### config.mk
export PLATFORM = sky130hd
export DESIGN_NAME = double_ended_queue_top
export DESIGN_NICKNAME = d
export VERILOG_FILES = /design/src/deq_pkg.sv /design/src/double_ended_queue_top.sv /design/src/deq_dp.sv /design/src/deq_ctrl.sv
export SDC_FILE = /design/constraint.sdc
export NUM_CORES = 1
export LEC_CHECK = 0
export BUFFER_PORTS_ARGS = -buffer_cell sky130_fd_sc_hd__buf_4
export CAP_MARGIN = 20
export CORE_MARGIN = 1
export CORE_UTILIZATION = 45
export DETAILED_ROUTE_END_ITERATION = 16
export PLACE_DENSITY = 0.64
export RECOVER_POWER = 100
export SETUP_SLACK_MARGIN = 0.05
export SKIP_LAST_GASP = 1
export SYNTH_ARGS = -nofsm -noshare
export SYNTH_HDL_FRONTEND = slang
export SYNTH_SLANG_ARGS = --single-unit
### constraint.sdc
create_clock -name i_clk -period 12 [get_ports i_clk]
set_input_delay 1.2 -clock i_clk [delete_from_list [all_inputs] [get_ports i_clk]]
set_output_delay 1.2 -clock i_clk [all_outputs]
set_load 0.01 [all_outputs]
### src/deq_pkg.sv
package deq_pkg;

    // Command codes carried in the input beat
    localparam logic [2:0] CMD_PUSH_FRONT = 3'd0;
    localparam logic [2:0] CMD_PUSH_BACK  = 3'd1;
    localparam logic [2:0] CMD_POP_FRONT  = 3'd2;
    localparam logic [2:0] CMD_POP_BACK   = 3'd3;
    localparam logic [2:0] CMD_READ_ALL   = 3'd4;

    // Result status codes
    localparam logic [1:0] ST_OK    = 2'd0;
    localparam logic [1:0] ST_EMPTY = 2'd1;
    localparam logic [1:0] ST_FULL  = 2'd2;

    typedef struct packed {
        logic [2:0]         cmd;
        logic signed [31:0] value;
    } t_in_item;

    typedef struct packed {
        logic [1:0]         status;
        logic signed [31:0] data;
        logic               last;
    } t_out_item;

    typedef enum logic [2:0] {
        OP_NONE,
        OP_PUSH_FRONT,
        OP_PUSH_BACK,
        OP_POP_FRONT,
        OP_POP_BACK,
        OP_WALK_FIRST,
        OP_WALK_NEXT
    } t_dp_op;

    typedef enum logic [1:0] {
        OUT_HOLD,
        OUT_STATUS,
        OUT_WORD
    } t_out_sel;

    typedef struct packed {
        t_dp_op     op;
        t_out_sel   out_sel;
        logic [1:0] status;
        logic       last;
    } t_dp_cmd;

    typedef struct packed {
        logic full;
        logic empty;
        logic walk_last;
    } t_dp_stat;

endpackage

### src/double_ended_queue_top.sv
// Channel   Direction  Handshake                 Beat
// input     in         i_in_valid / o_in_ready   i_in_item  (cmd, value)
// output    out        o_out_valid / i_out_ready o_out_item (status, data, last)
//
// One command at a time. A push, a full push and any empty result go straight
// to the result register; a pop first passes through the registered read of
// the entry memory. A read-all reads the front entry on acceptance and then
// moves each entry by a memory read, then an output beat; output stalls hold it.
// Reset clears the front pointer and the count; entries are not cleared.
// o_in_ready is low from acceptance of a known command until the last result beat is taken.
module double_ended_queue_top #(
    parameter int DEPTH = 16
) (
    input  logic               i_clk,
    input  logic               i_rst_n,
    input  logic               i_in_valid,
    output logic               o_in_ready,
    input  deq_pkg::t_in_item  i_in_item,
    output logic               o_out_valid,
    input  logic               i_out_ready,
    output deq_pkg::t_out_item o_out_item
);

    deq_pkg::t_dp_cmd  w_dp_cmd;
    deq_pkg::t_dp_stat w_dp_stat;

    deq_ctrl u_ctrl (
        .i_clk       (i_clk),
        .i_rst_n     (i_rst_n),
        .i_in_valid  (i_in_valid),
        .i_cmd       (i_in_item.cmd),
        .i_out_ready (i_out_ready),
        .i_dp_stat   (w_dp_stat),
        .o_in_ready  (o_in_ready),
        .o_out_valid (o_out_valid),
        .o_dp_cmd    (w_dp_cmd)
    );

    deq_dp #(
        .DEPTH (DEPTH)
    ) u_dp (
        .i_clk      (i_clk),
        .i_rst_n    (i_rst_n),
        .i_dp_cmd   (w_dp_cmd),
        .i_value    (i_in_item.value),
        .o_dp_stat  (w_dp_stat),
        .o_out_item (o_out_item)
    );

endmodule

### src/deq_dp.sv
module deq_dp #(
    parameter int DEPTH = 16
) (
    input  logic               i_clk,
    input  logic               i_rst_n,
    input  deq_pkg::t_dp_cmd   i_dp_cmd,
    input  logic signed [31:0] i_value,
    output deq_pkg::t_dp_stat  o_dp_stat,
    output deq_pkg::t_out_item o_out_item
);

    localparam int IW = $clog2(DEPTH);
    localparam int CW = $clog2(DEPTH + 1);
    localparam logic [CW:0]   DEPTH_W = (CW + 1)'(DEPTH);
    localparam logic [IW-1:0] LAST_SLOT = IW'(DEPTH - 1);

    logic signed [31:0] mem [DEPTH];
    logic signed [31:0] r_rd_data;
    deq_pkg::t_out_item r_out;

    logic [IW-1:0] r_front, n_front;
    logic [CW-1:0] r_count, n_count;
    logic [IW-1:0] r_slot, n_slot;
    logic [CW-1:0] r_left, n_left;

    logic [CW:0]   w_back_sum, w_back_wrap, w_tail_sum, w_tail_wrap;
    logic [IW-1:0] w_back_slot, w_tail_slot;
    logic [IW-1:0] w_front_prev, w_front_next, w_slot_next;
    logic          w_we, w_re;
    logic [IW-1:0] w_waddr, w_raddr;

    // front + count stays below twice the depth: one compare and subtract wraps it
    assign w_back_sum  = (CW + 1)'(r_front) + (CW + 1)'(r_count);
    assign w_back_wrap = (w_back_sum >= DEPTH_W) ? w_back_sum - DEPTH_W : w_back_sum;
    assign w_back_slot = w_back_wrap[IW-1:0];
    assign w_tail_sum  = w_back_sum - (CW + 1)'(1);
    assign w_tail_wrap = (w_tail_sum >= DEPTH_W) ? w_tail_sum - DEPTH_W : w_tail_sum;
    assign w_tail_slot = w_tail_wrap[IW-1:0];

    assign w_front_prev = (r_front == '0) ? LAST_SLOT : r_front - IW'(1);
    assign w_front_next = (r_front == LAST_SLOT) ? '0 : r_front + IW'(1);
    assign w_slot_next  = (r_slot == LAST_SLOT) ? '0 : r_slot + IW'(1);

    always_comb begin
        w_we    = 1'b0;
        w_re    = 1'b0;
        w_waddr = w_back_slot;
        w_raddr = r_front;
        n_front = r_front;
        n_count = r_count;
        n_slot  = r_slot;
        n_left  = r_left;
        unique case (i_dp_cmd.op)
            deq_pkg::OP_PUSH_FRONT: begin
                w_we    = 1'b1;
                w_waddr = w_front_prev;
                n_front = w_front_prev;
                n_count = r_count + CW'(1);
            end
            deq_pkg::OP_PUSH_BACK: begin
                w_we    = 1'b1;
                w_waddr = w_back_slot;
                n_count = r_count + CW'(1);
            end
            deq_pkg::OP_POP_FRONT: begin
                w_re    = 1'b1;
                w_raddr = r_front;
                n_front = w_front_next;
                n_count = r_count - CW'(1);
            end
            deq_pkg::OP_POP_BACK: begin
                w_re    = 1'b1;
                w_raddr = w_tail_slot;
                n_count = r_count - CW'(1);
            end
            deq_pkg::OP_WALK_FIRST: begin
                w_re    = 1'b1;
                w_raddr = r_front;
                n_slot  = w_front_next;
                n_left  = r_count;
            end
            deq_pkg::OP_WALK_NEXT: begin
                w_re    = 1'b1;
                w_raddr = r_slot;
                n_slot  = w_slot_next;
                n_left  = r_left - CW'(1);
            end
            default: begin
            end
        endcase
    end

    always_ff @(posedge i_clk) begin
        if (!i_rst_n) begin
            r_front <= '0;
            r_count <= '0;
            r_slot  <= '0;
            r_left  <= '0;
        end else begin
            r_front <= n_front;
            r_count <= n_count;
            r_slot  <= n_slot;
            r_left  <= n_left;
        end
    end

    always_ff @(posedge i_clk) begin
        if (w_we) begin
            mem[w_waddr] <= i_value;
        end
        if (w_re) begin
            r_rd_data <= mem[w_raddr];
        end
    end

    always_ff @(posedge i_clk) begin
        unique case (i_dp_cmd.out_sel)
            deq_pkg::OUT_STATUS: begin
                r_out.status <= i_dp_cmd.status;
                r_out.data   <= '0;
                r_out.last   <= 1'b1;
            end
            deq_pkg::OUT_WORD: begin
                r_out.status <= deq_pkg::ST_OK;
                r_out.data   <= r_rd_data;
                r_out.last   <= i_dp_cmd.last;
            end
            default: begin
            end
        endcase
    end

    assign o_dp_stat.full      = (r_count == CW'(DEPTH));
    assign o_dp_stat.empty     = (r_count == '0);
    assign o_dp_stat.walk_last = (r_left == CW'(1));
    assign o_out_item          = r_out;

endmodule

### src/deq_ctrl.sv
module deq_ctrl (
    input  logic              i_clk,
    input  logic              i_rst_n,
    input  logic              i_in_valid,
    input  logic [2:0]        i_cmd,
    input  logic              i_out_ready,
    input  deq_pkg::t_dp_stat i_dp_stat,
    output logic              o_in_ready,
    output logic              o_out_valid,
    output deq_pkg::t_dp_cmd  o_dp_cmd
);

    typedef enum logic [1:0] {
        S_IDLE,
        S_READ,
        S_SEND
    } t_state;

    t_state r_state, n_state;
    logic   r_out_valid, n_out_valid;
    logic   r_walking, n_walking;
    logic   r_more, n_more;
    logic   w_in_fire;

    assign o_in_ready  = (r_state == S_IDLE);
    assign w_in_fire   = i_in_valid && o_in_ready;
    assign o_out_valid = r_out_valid;

    always_comb begin
        o_dp_cmd.op      = deq_pkg::OP_NONE;
        o_dp_cmd.out_sel = deq_pkg::OUT_HOLD;
        o_dp_cmd.status  = deq_pkg::ST_OK;
        o_dp_cmd.last    = 1'b1;
        n_state          = r_state;
        n_out_valid      = r_out_valid;
        n_walking        = r_walking;
        n_more           = r_more;
        unique case (r_state)
            S_IDLE: begin
                if (w_in_fire) begin
                    unique case (i_cmd)
                        deq_pkg::CMD_PUSH_FRONT, deq_pkg::CMD_PUSH_BACK: begin
                            o_dp_cmd.out_sel = deq_pkg::OUT_STATUS;
                            n_state          = S_SEND;
                            n_out_valid      = 1'b1;
                            n_more           = 1'b0;
                            if (i_dp_stat.full) begin
                                o_dp_cmd.status = deq_pkg::ST_FULL;
                            end else begin
                                o_dp_cmd.op = (i_cmd == deq_pkg::CMD_PUSH_FRONT)
                                            ? deq_pkg::OP_PUSH_FRONT
                                            : deq_pkg::OP_PUSH_BACK;
                            end
                        end
                        deq_pkg::CMD_POP_FRONT, deq_pkg::CMD_POP_BACK,
                        deq_pkg::CMD_READ_ALL: begin
                            if (i_dp_stat.empty) begin
                                o_dp_cmd.out_sel = deq_pkg::OUT_STATUS;
                                o_dp_cmd.status  = deq_pkg::ST_EMPTY;
                                n_state          = S_SEND;
                                n_out_valid      = 1'b1;
                                n_more           = 1'b0;
                            end else begin
                                priority case (i_cmd)
                                    deq_pkg::CMD_POP_FRONT: o_dp_cmd.op = deq_pkg::OP_POP_FRONT;
                                    deq_pkg::CMD_POP_BACK:  o_dp_cmd.op = deq_pkg::OP_POP_BACK;
                                    default:                o_dp_cmd.op = deq_pkg::OP_WALK_FIRST;
                                endcase
                                n_walking = (i_cmd == deq_pkg::CMD_READ_ALL);
                                n_state   = S_READ;
                            end
                        end
                        default: begin
                            // unused codes: drop the beat
                        end
                    endcase
                end
            end
            S_READ: begin
                o_dp_cmd.out_sel = deq_pkg::OUT_WORD;
                o_dp_cmd.last    = r_walking ? i_dp_stat.walk_last : 1'b1;
                n_more           = r_walking && !i_dp_stat.walk_last;
                n_state          = S_SEND;
                n_out_valid      = 1'b1;
            end
            S_SEND: begin
                if (i_out_ready) begin
                    n_out_valid = 1'b0;
                    if (r_more) begin
                        o_dp_cmd.op = deq_pkg::OP_WALK_NEXT;
                        n_state     = S_READ;
                    end else begin
                        n_state = S_IDLE;
                    end
                end
            end
            default: begin
                n_state = S_IDLE;
            end
        endcase
    end

    always_ff @(posedge i_clk) begin
        if (!i_rst_n) begin
            r_state     <= S_IDLE;
            r_out_valid <= 1'b0;
            r_walking   <= 1'b0;
            r_more      <= 1'b0;
        end else begin
            r_state     <= n_state;
            r_out_valid <= n_out_valid;
            r_walking   <= n_walking;
            r_more      <= n_more;
        end
    end

endmodule

# After elaboration in Yosys (flattened, before gate mapping)

Memories as Yosys holds them, arrays and structs flattened. A register that Yosys moved wholly into a read port is not among the register bits.
Cells that the tools add are included.

$add $sub $neg: 10
Order comparisons: 2
Equality and inequality tests: 22
Multiplexer cells: 46
Bitwise gates (word level): 1
Reductions and logical operators: 22

Operator list:

| kind                | count |
|---|---|
| $pmux 35 s2         | 1 |
| $mux 4              | 6 |
| $pmux 4 s2          | 3 |
| $pmux 5 s2          | 2 |
| $mux 3              | 5 |
| $pmux 7 s2          | 1 |
| $eq 3x2->1 const B  | 4 |
| $eq 3x3->1 const B  | 4 |
| $ge 6x5->1 const B  | 2 |
| $mux 1              | 12 |
| $mux 2              | 6 |
| $pmux 3 s2          | 2 |
| $sub 4x1->4 const B | 3 |
| $reduce_bool 2->1   | 5 |
| $sub 5x1->5 const B | 2 |
| $add 4x1->4 const B | 2 |
| $eq 4x4->1 const B  | 2 |
| $pmux 2 s2          | 2 |
| $reduce_and 4->1    | 2 |
| $mux 7              | 1 |
| $add 4x5->6         | 1 |
| $eq 3x1->1 const B  | 2 |
| $pmux 1 s2          | 3 |
| $pmux 2 s3          | 1 |
| other kinds (23)    | 29 |

Register bits: 58
Bits in writable memories: 512
Logic and storage cells: 115
Memories: 1

Memory list:

| memory   | words | bits a word | read ports | clocked after Yosys merged registers in | write ports | line         | text |
|---|---|---|---|---|---|---|---|
| u_dp.mem | 16    | 32          | 1          | 1                                       | 1           | deq_dp.sv:17 | `logic signed [31:0] mem [DEPTH];` |

# Depth between registers and ports, before layout

Depth in word-level cells: 11
Depth in mapped cells: 13

# By module

From an unflattened synthesis, not the netlist that was laid out.

Cell total of the unflattened synthesis: 1,606
Area total of the unflattened synthesis: 25,192.9 µm²

Modules (own cells, without submodules):

| module   | instances | cells each | area an instance (µm²) |
|---|---|---|---|
| deq_dp   | 1         | 1,544      | 24,706.2 |
| deq_ctrl | 1         | 62         | 486.7 |

# Least setup slack after synthesis

OpenSTA, ideal clock, no wires.

Kind: input -> register
From: in i_in_item[34] in the netlist's numbering
To: mem u_dp.mem[0][0], enable pin
Library setup time: 0.461 ns
Data arrival time: 5.197 ns
Path slack: 6.342 ns
Cell stages on the path: 8
Cell sequence: clkbuf_2 -> and3b_1 -> o21ai_1 -> o21ai_1 -> nor3_2 -> mux2i_1 -> nand3_1 -> nor3_1

Word-level cells in the longest chain between the ends: 11
Elaborated cells on any way between the ends: 21
Classes of those cells: eq/ne (6); mux (11); reduce/logical (4)

Ends and longest elaborated chain:

| item                                                 | line                                           | text |
|---|---|---|
| start: declaration                                   | double_ended_queue_top.sv:18                   | `input deq_pkg::t_in_item i_in_item,` |
| $eq 3x2->1 / $logic_not 3->1 (equally long branches) | deq_ctrl.sv:41, deq_ctrl.sv:64, deq_ctrl.sv:50 |  |
| $pmux 3 s2 / $mux 2 (equally long branches)          | deq_ctrl.sv:64, deq_ctrl.sv:51                 |  |
| $mux 3 (on tied branches)                            | deq_ctrl.sv:57, deq_ctrl.sv:47                 |  |
| $pmux 7 s2 *                                         | deq_ctrl.sv:41                                 | `unique case (i_cmd)` |
| $mux 7 *                                             | deq_ctrl.sv:40                                 | `if (w_in_fire) begin` |
| $pmux 3 s2 *                                         | deq_ctrl.sv:38                                 | `unique case (r_state)` |
| $eq 3x2->1 / $eq 3x1->1 (equally long branches)      | deq_dp.sv:53                                   | `unique case (i_dp_cmd.op)` |
| $reduce_or 2->1 (no source line)                     | n/a                                            |  |
| $mux 1                                               | deq_dp.sv:53                                   |  |
| $mux 1                                               | deq_dp.sv:108                                  | `if (w_we) begin` |
| $mux 1 (implied by the code)                         | deq_dp.sv:109                                  | `mem[w_waddr] <= i_value;` |
| end: declaration                                     | deq_dp.sv:17                                   |  |

Mark *: on every way between the ends. The rest lies on a longest branch, timed or not.

# Final worst setup path

From: in i_in_valid
To: reg u_dp.r_rd_data[6] (read register of u_dp.mem) (data pin)

Word-level cells in the longest chain between the ends: 6
Elaborated cells on any way between the ends: 10
Classes of those cells: eq/ne (4); mux (4); reduce/logical (2)

Ends and longest elaborated chain:

| item                                            | line                         | text |
|---|---|---|
| start: declaration                              | double_ended_queue_top.sv:16 | `input logic i_in_valid,` |
| $logic_and 1x1->1 *                             | deq_ctrl.sv:26               | `assign w_in_fire = i_in_valid && o_in_ready;` |
| $mux 7 *                                        | deq_ctrl.sv:40               |  |
| $pmux 3 s2 *                                    | deq_ctrl.sv:38               |  |
| $eq 3x2->1 / $eq 3x3->1 (equally long branches) | deq_dp.sv:53                 |  |
| $reduce_or 4->1 (no source line)                | n/a                          |  |
| $mux 1                                          | deq_dp.sv:53                 |  |
| end: declaration                                | deq_dp.sv:18                 | `logic signed [31:0] r_rd_data;` |

Marks and branches as above.
A chain may end at the register's enable or synchronous reset.

==> run summary <==
Status - finished, violations left
Failing checks - max-capacitance violations, max-slew violations
Initial antenna violation count - 2
Starting Density - 45.5%
Post-DR wirelength/cell - 24.7 um
VDD IR-drop max - 0.127 mV
Leakage power total - 8.67 nW
Postcts setup bufs - 0
Yosys warns - 0
Total grt overflow - 0
RSZ-0062 raised after global routing - no
Crit Path Class - in -> reg
Hold Crit Class - reg -> reg
Yosys cell types - 71
Worst skew pair latency - 0.63 ns
CTS Hold Bufs - 0
Power Density - 172 nW/um^2
Clock skew - 0.0138 ns
Final Worst Setup Slack - 3.74 ns
Max frequency - 0.121 GHz
Gpl congestion - 0.837
Seq/Total Area, Yosys - 72.8%
Tmin final - 8.26 ns
Setup TNS - 0 ns
Synth Instances - 1,692
Root Buffer - clkbuf_16
Die width - 235 um
Starting DRC count in detailed routing - 1,404
Worst-Margin Slew - 4.33 ns
Clock Sinks - 602
Synth Area per Inst - 14.5 sq um
Crit path launch type - input port
Synth Area in XOR/XNOR - 0.521%
Largest net degree at the start of global routing - 95
Crit end category - register
R2R Setup Slk - 4.04 ns
Finished Layout Cells - 2,480
Std cell rows - 85
Vert. Die Dim - 235 um
Routed vias - 15,100
CTS tree - yes
Synth Area in Compound Gates - 13.4%
DP HPWL - 30,100 um
Wirelength, routed - 61,300 um
CP max FO - 63
Fin nets - 1,787
Layout cells sized above 1 - 8.81%
Die ar. - 55,400 sq um
Antenna Violating Nets Remaining - 0
Post-cts sizing count - 0
#FFs+latches synth - 602
Fin. max-slew vios - 791
Slew margin rel. - -189%
Placed insts - 2,367
Largest family of logic cells by synthesized area - compound AO/OA/AOI/OAI gates
Max cap viols - 24
DRT Pass-1 Iters - 5
WP data required - 12.50 ns
Global Route Usage Sum - 22.0%
Area taken by flip-flops and latches - 17,800 sq um
Final Hold Viols - 0
Filler Cells Inserted - 4,491
Simple-gate share of the synthesized area - 9.75%
Async S/R FF share, synth - 0%
First-pass GRT wire length - 91,700 um
H-tree Lvls - 2
IO Port Bufs - 75
Vias in the first global route - 14,600
Syn_nets - 1,746
Endpoints failing setup - 0
Total CTS buffers - 60
EDFF count, synth - 579
Vias per cell - 6.07
Clock slew at reported path FFs - 0.07 ns
Max Buffers Root-to-Sink - 3
Pre-CTS setup slack - 6.14 ns
Top-level I/O count - 76
Core area - 53,800 sq um
Drt drc - 0
Post-synth top flop - edfxtp_1
Post-Synthesis Cell Area - 24,500 sq um
Area Overhead vs Synth - 11.9%
Synth Area in Adders - 0.827%
Period utilization - 68.8%
Multiplexer share of the synthesized area - 0.209%
Multi-input logic area - 6160 sq um
WP data arrival - 8.76 ns
cells by family after synthesis:
| kind of cell | Yosys count |
|---|---|
| compound gates | 454 |
| xor+xnor | 13 |
| fa+ha+maj | 15 |
| buf+inv | 139 |
| flops | 602 |
| mux | 5 |
| simple gates | 464 |
registers in the layout (all words and copies together), names as in the netlist:
signal / count
u_ctrl.o_out_valid: 1
u_ctrl.r_more: 1
u_ctrl.r_state: 2
u_ctrl.r_walking: 1
u_dp.mem: 512
u_dp.o_out_item: 35
u_dp.r_count: 5
u_dp.r_front: 4
u_dp.r_left: 5
u_dp.r_rd_data: 32
u_dp.r_slot: 4
worst paths after layout:
| path | startpoint | end | cells past startpoint |
|---|---|---|---|
| max | i_in_valid | u_dp.r_rd_data[6]$_DFFE_PP_ | 10 |
| min reg2reg | u_ctrl.o_out_valid$_SDFFE_PN0P_ | u_ctrl.o_out_valid$_SDFFE_PN0P_ | 2 |
| max reg2reg | u_ctrl.r_state[1]$_SDFFE_PN0P_ | u_dp.r_rd_data[6]$_DFFE_PP_ | 9 |
| min | u_ctrl.o_out_valid$_SDFFE_PN0P_ | u_ctrl.o_out_valid$_SDFFE_PN0P_ | 2 |
critical path, cell delays in order:
cell and delay (ns):
clkbuf_1 0.12, nor3b_1 0.69, o21ai_0 0.44, a221o_1 0.52, a211oi_1 1.20, or2_4 0.68
clkbuf_1 3.10, a211oi_1 0.17, a211oi_1 0.41, or4_1 0.17
cells in the mapped netlist, drive strengths merged, types with 2 or more instances:
cell type  count  area, sq um
edfxtp       579        17400
a211oi       199         1600
nand2        177          667
and3         127          795
a21oi        110          554
clkbuf        79          298
buf           48          256
nor2          48          188
and2          34          213
o21ai         29          149
a311oi        27          236
or4           27          206
dfxtp         23          460
a21boi        22          165
nand3         16         80.1
o22ai         16          100
ha            13          163
inv           12         45.0
nor3          10         55.1
o32ai         10          106
a31oi          8         50.1
xnor2          8         70.1
a211o          6         52.6
nand2b         6         37.5
a21o           5         37.5
a221oi         5         67.6
mux2i          4         40.0
xor2           4         35.0
a222oi         3         30.0
nand3b         3         22.5
nor2b          3         18.8
nor3b          3         27.5
o311ai         3         26.3
or2            3         18.8
a221o          2         21.3
a31o           2         17.5
fa             2         40.0
nand4b         2         17.5
o2111ai        2         41.3
o21a           2         15.0
cell usage in the layout, fill, tap and decap left out, drive strengths merged, types with 4 or more instances in the layout:
| cell | synthesis | routed |
|---|---|---|
| a211o | 6 | 6 |
| a211oi | 199 | 199 |
| a21boi | 22 | 22 |
| a21o | 5 | 5 |
| a21oi | 110 | 110 |
| a221oi | 5 | 5 |
| a311oi | 27 | 27 |
| a31oi | 8 | 8 |
| and2 | 34 | 34 |
| and3 | 127 | 127 |
| buf | 48 | 17 |
| bufinv | 0 | 9 |
| clkbuf | 79 | 155 |
| clkinv | 0 | 29 |
| clkinvlp | 0 | 8 |
| dfxtp | 23 | 23 |
| edfxtp | 579 | 579 |
| ha | 13 | 13 |
| inv | 12 | 12 |
| mux2i | 4 | 4 |
| nand2 | 177 | 177 |
| nand2b | 6 | 6 |
| nand3 | 16 | 16 |
| nor2 | 48 | 48 |
| nor3 | 10 | 10 |
| o21ai | 29 | 29 |
| o22ai | 16 | 16 |
| o32ai | 10 | 10 |
| or4 | 27 | 27 |
| xnor2 | 8 | 8 |
| xor2 | 4 | 4 |
metrics by stage:
stage	cell area (sq um)	hold WS (ns)	power, mW	util, %
2_1_floorplan	24500	0.461	2.69	-
3_3_place_gp	25800	0.494	2.85	48.0
3_5_place_dp	25800	0.502	2.85	48.0
4_1_cts	27900	0.514	4.77	51.8
5_1_grt	27400	0.540	4.88	51.0
6_report	27400	0.514	4.73	51.0
power by group:
part	total, mW	switching, mW	internal, mW
registers	2.37	0.0154	2.35
logic	0.429	0.296	0.133
clock network	1.93	0.803	1.12
total	4.73	1.11	3.61
cell type report:
type / instances / area share [%]
Sequential cell: 602 / 65.0
Tap cell: 696 / 3.17
Timing Repair Buffer: 106 / 1.68
Clock inverter: 46 / 1.83
Multi-Input combinational cell: 951 / 22.5
Inverter: 12 / 0.164
Antenna cell: 1 / 0.00912
Clock buffer: 66 / 5.63
per-layer routing:
layer | routed length [um] | part of all wire [%] | global-route usage, %
met5 | 23 | 0.038 | 0
met4 | 1270 | 2.1 | 5.51
met3 | 4100 | 6.7 | 4.15
met2 | 28600 | 47 | 35.1
met1 | 27300 | 45 | 31.2
Power figures use the tool's default switching activity.
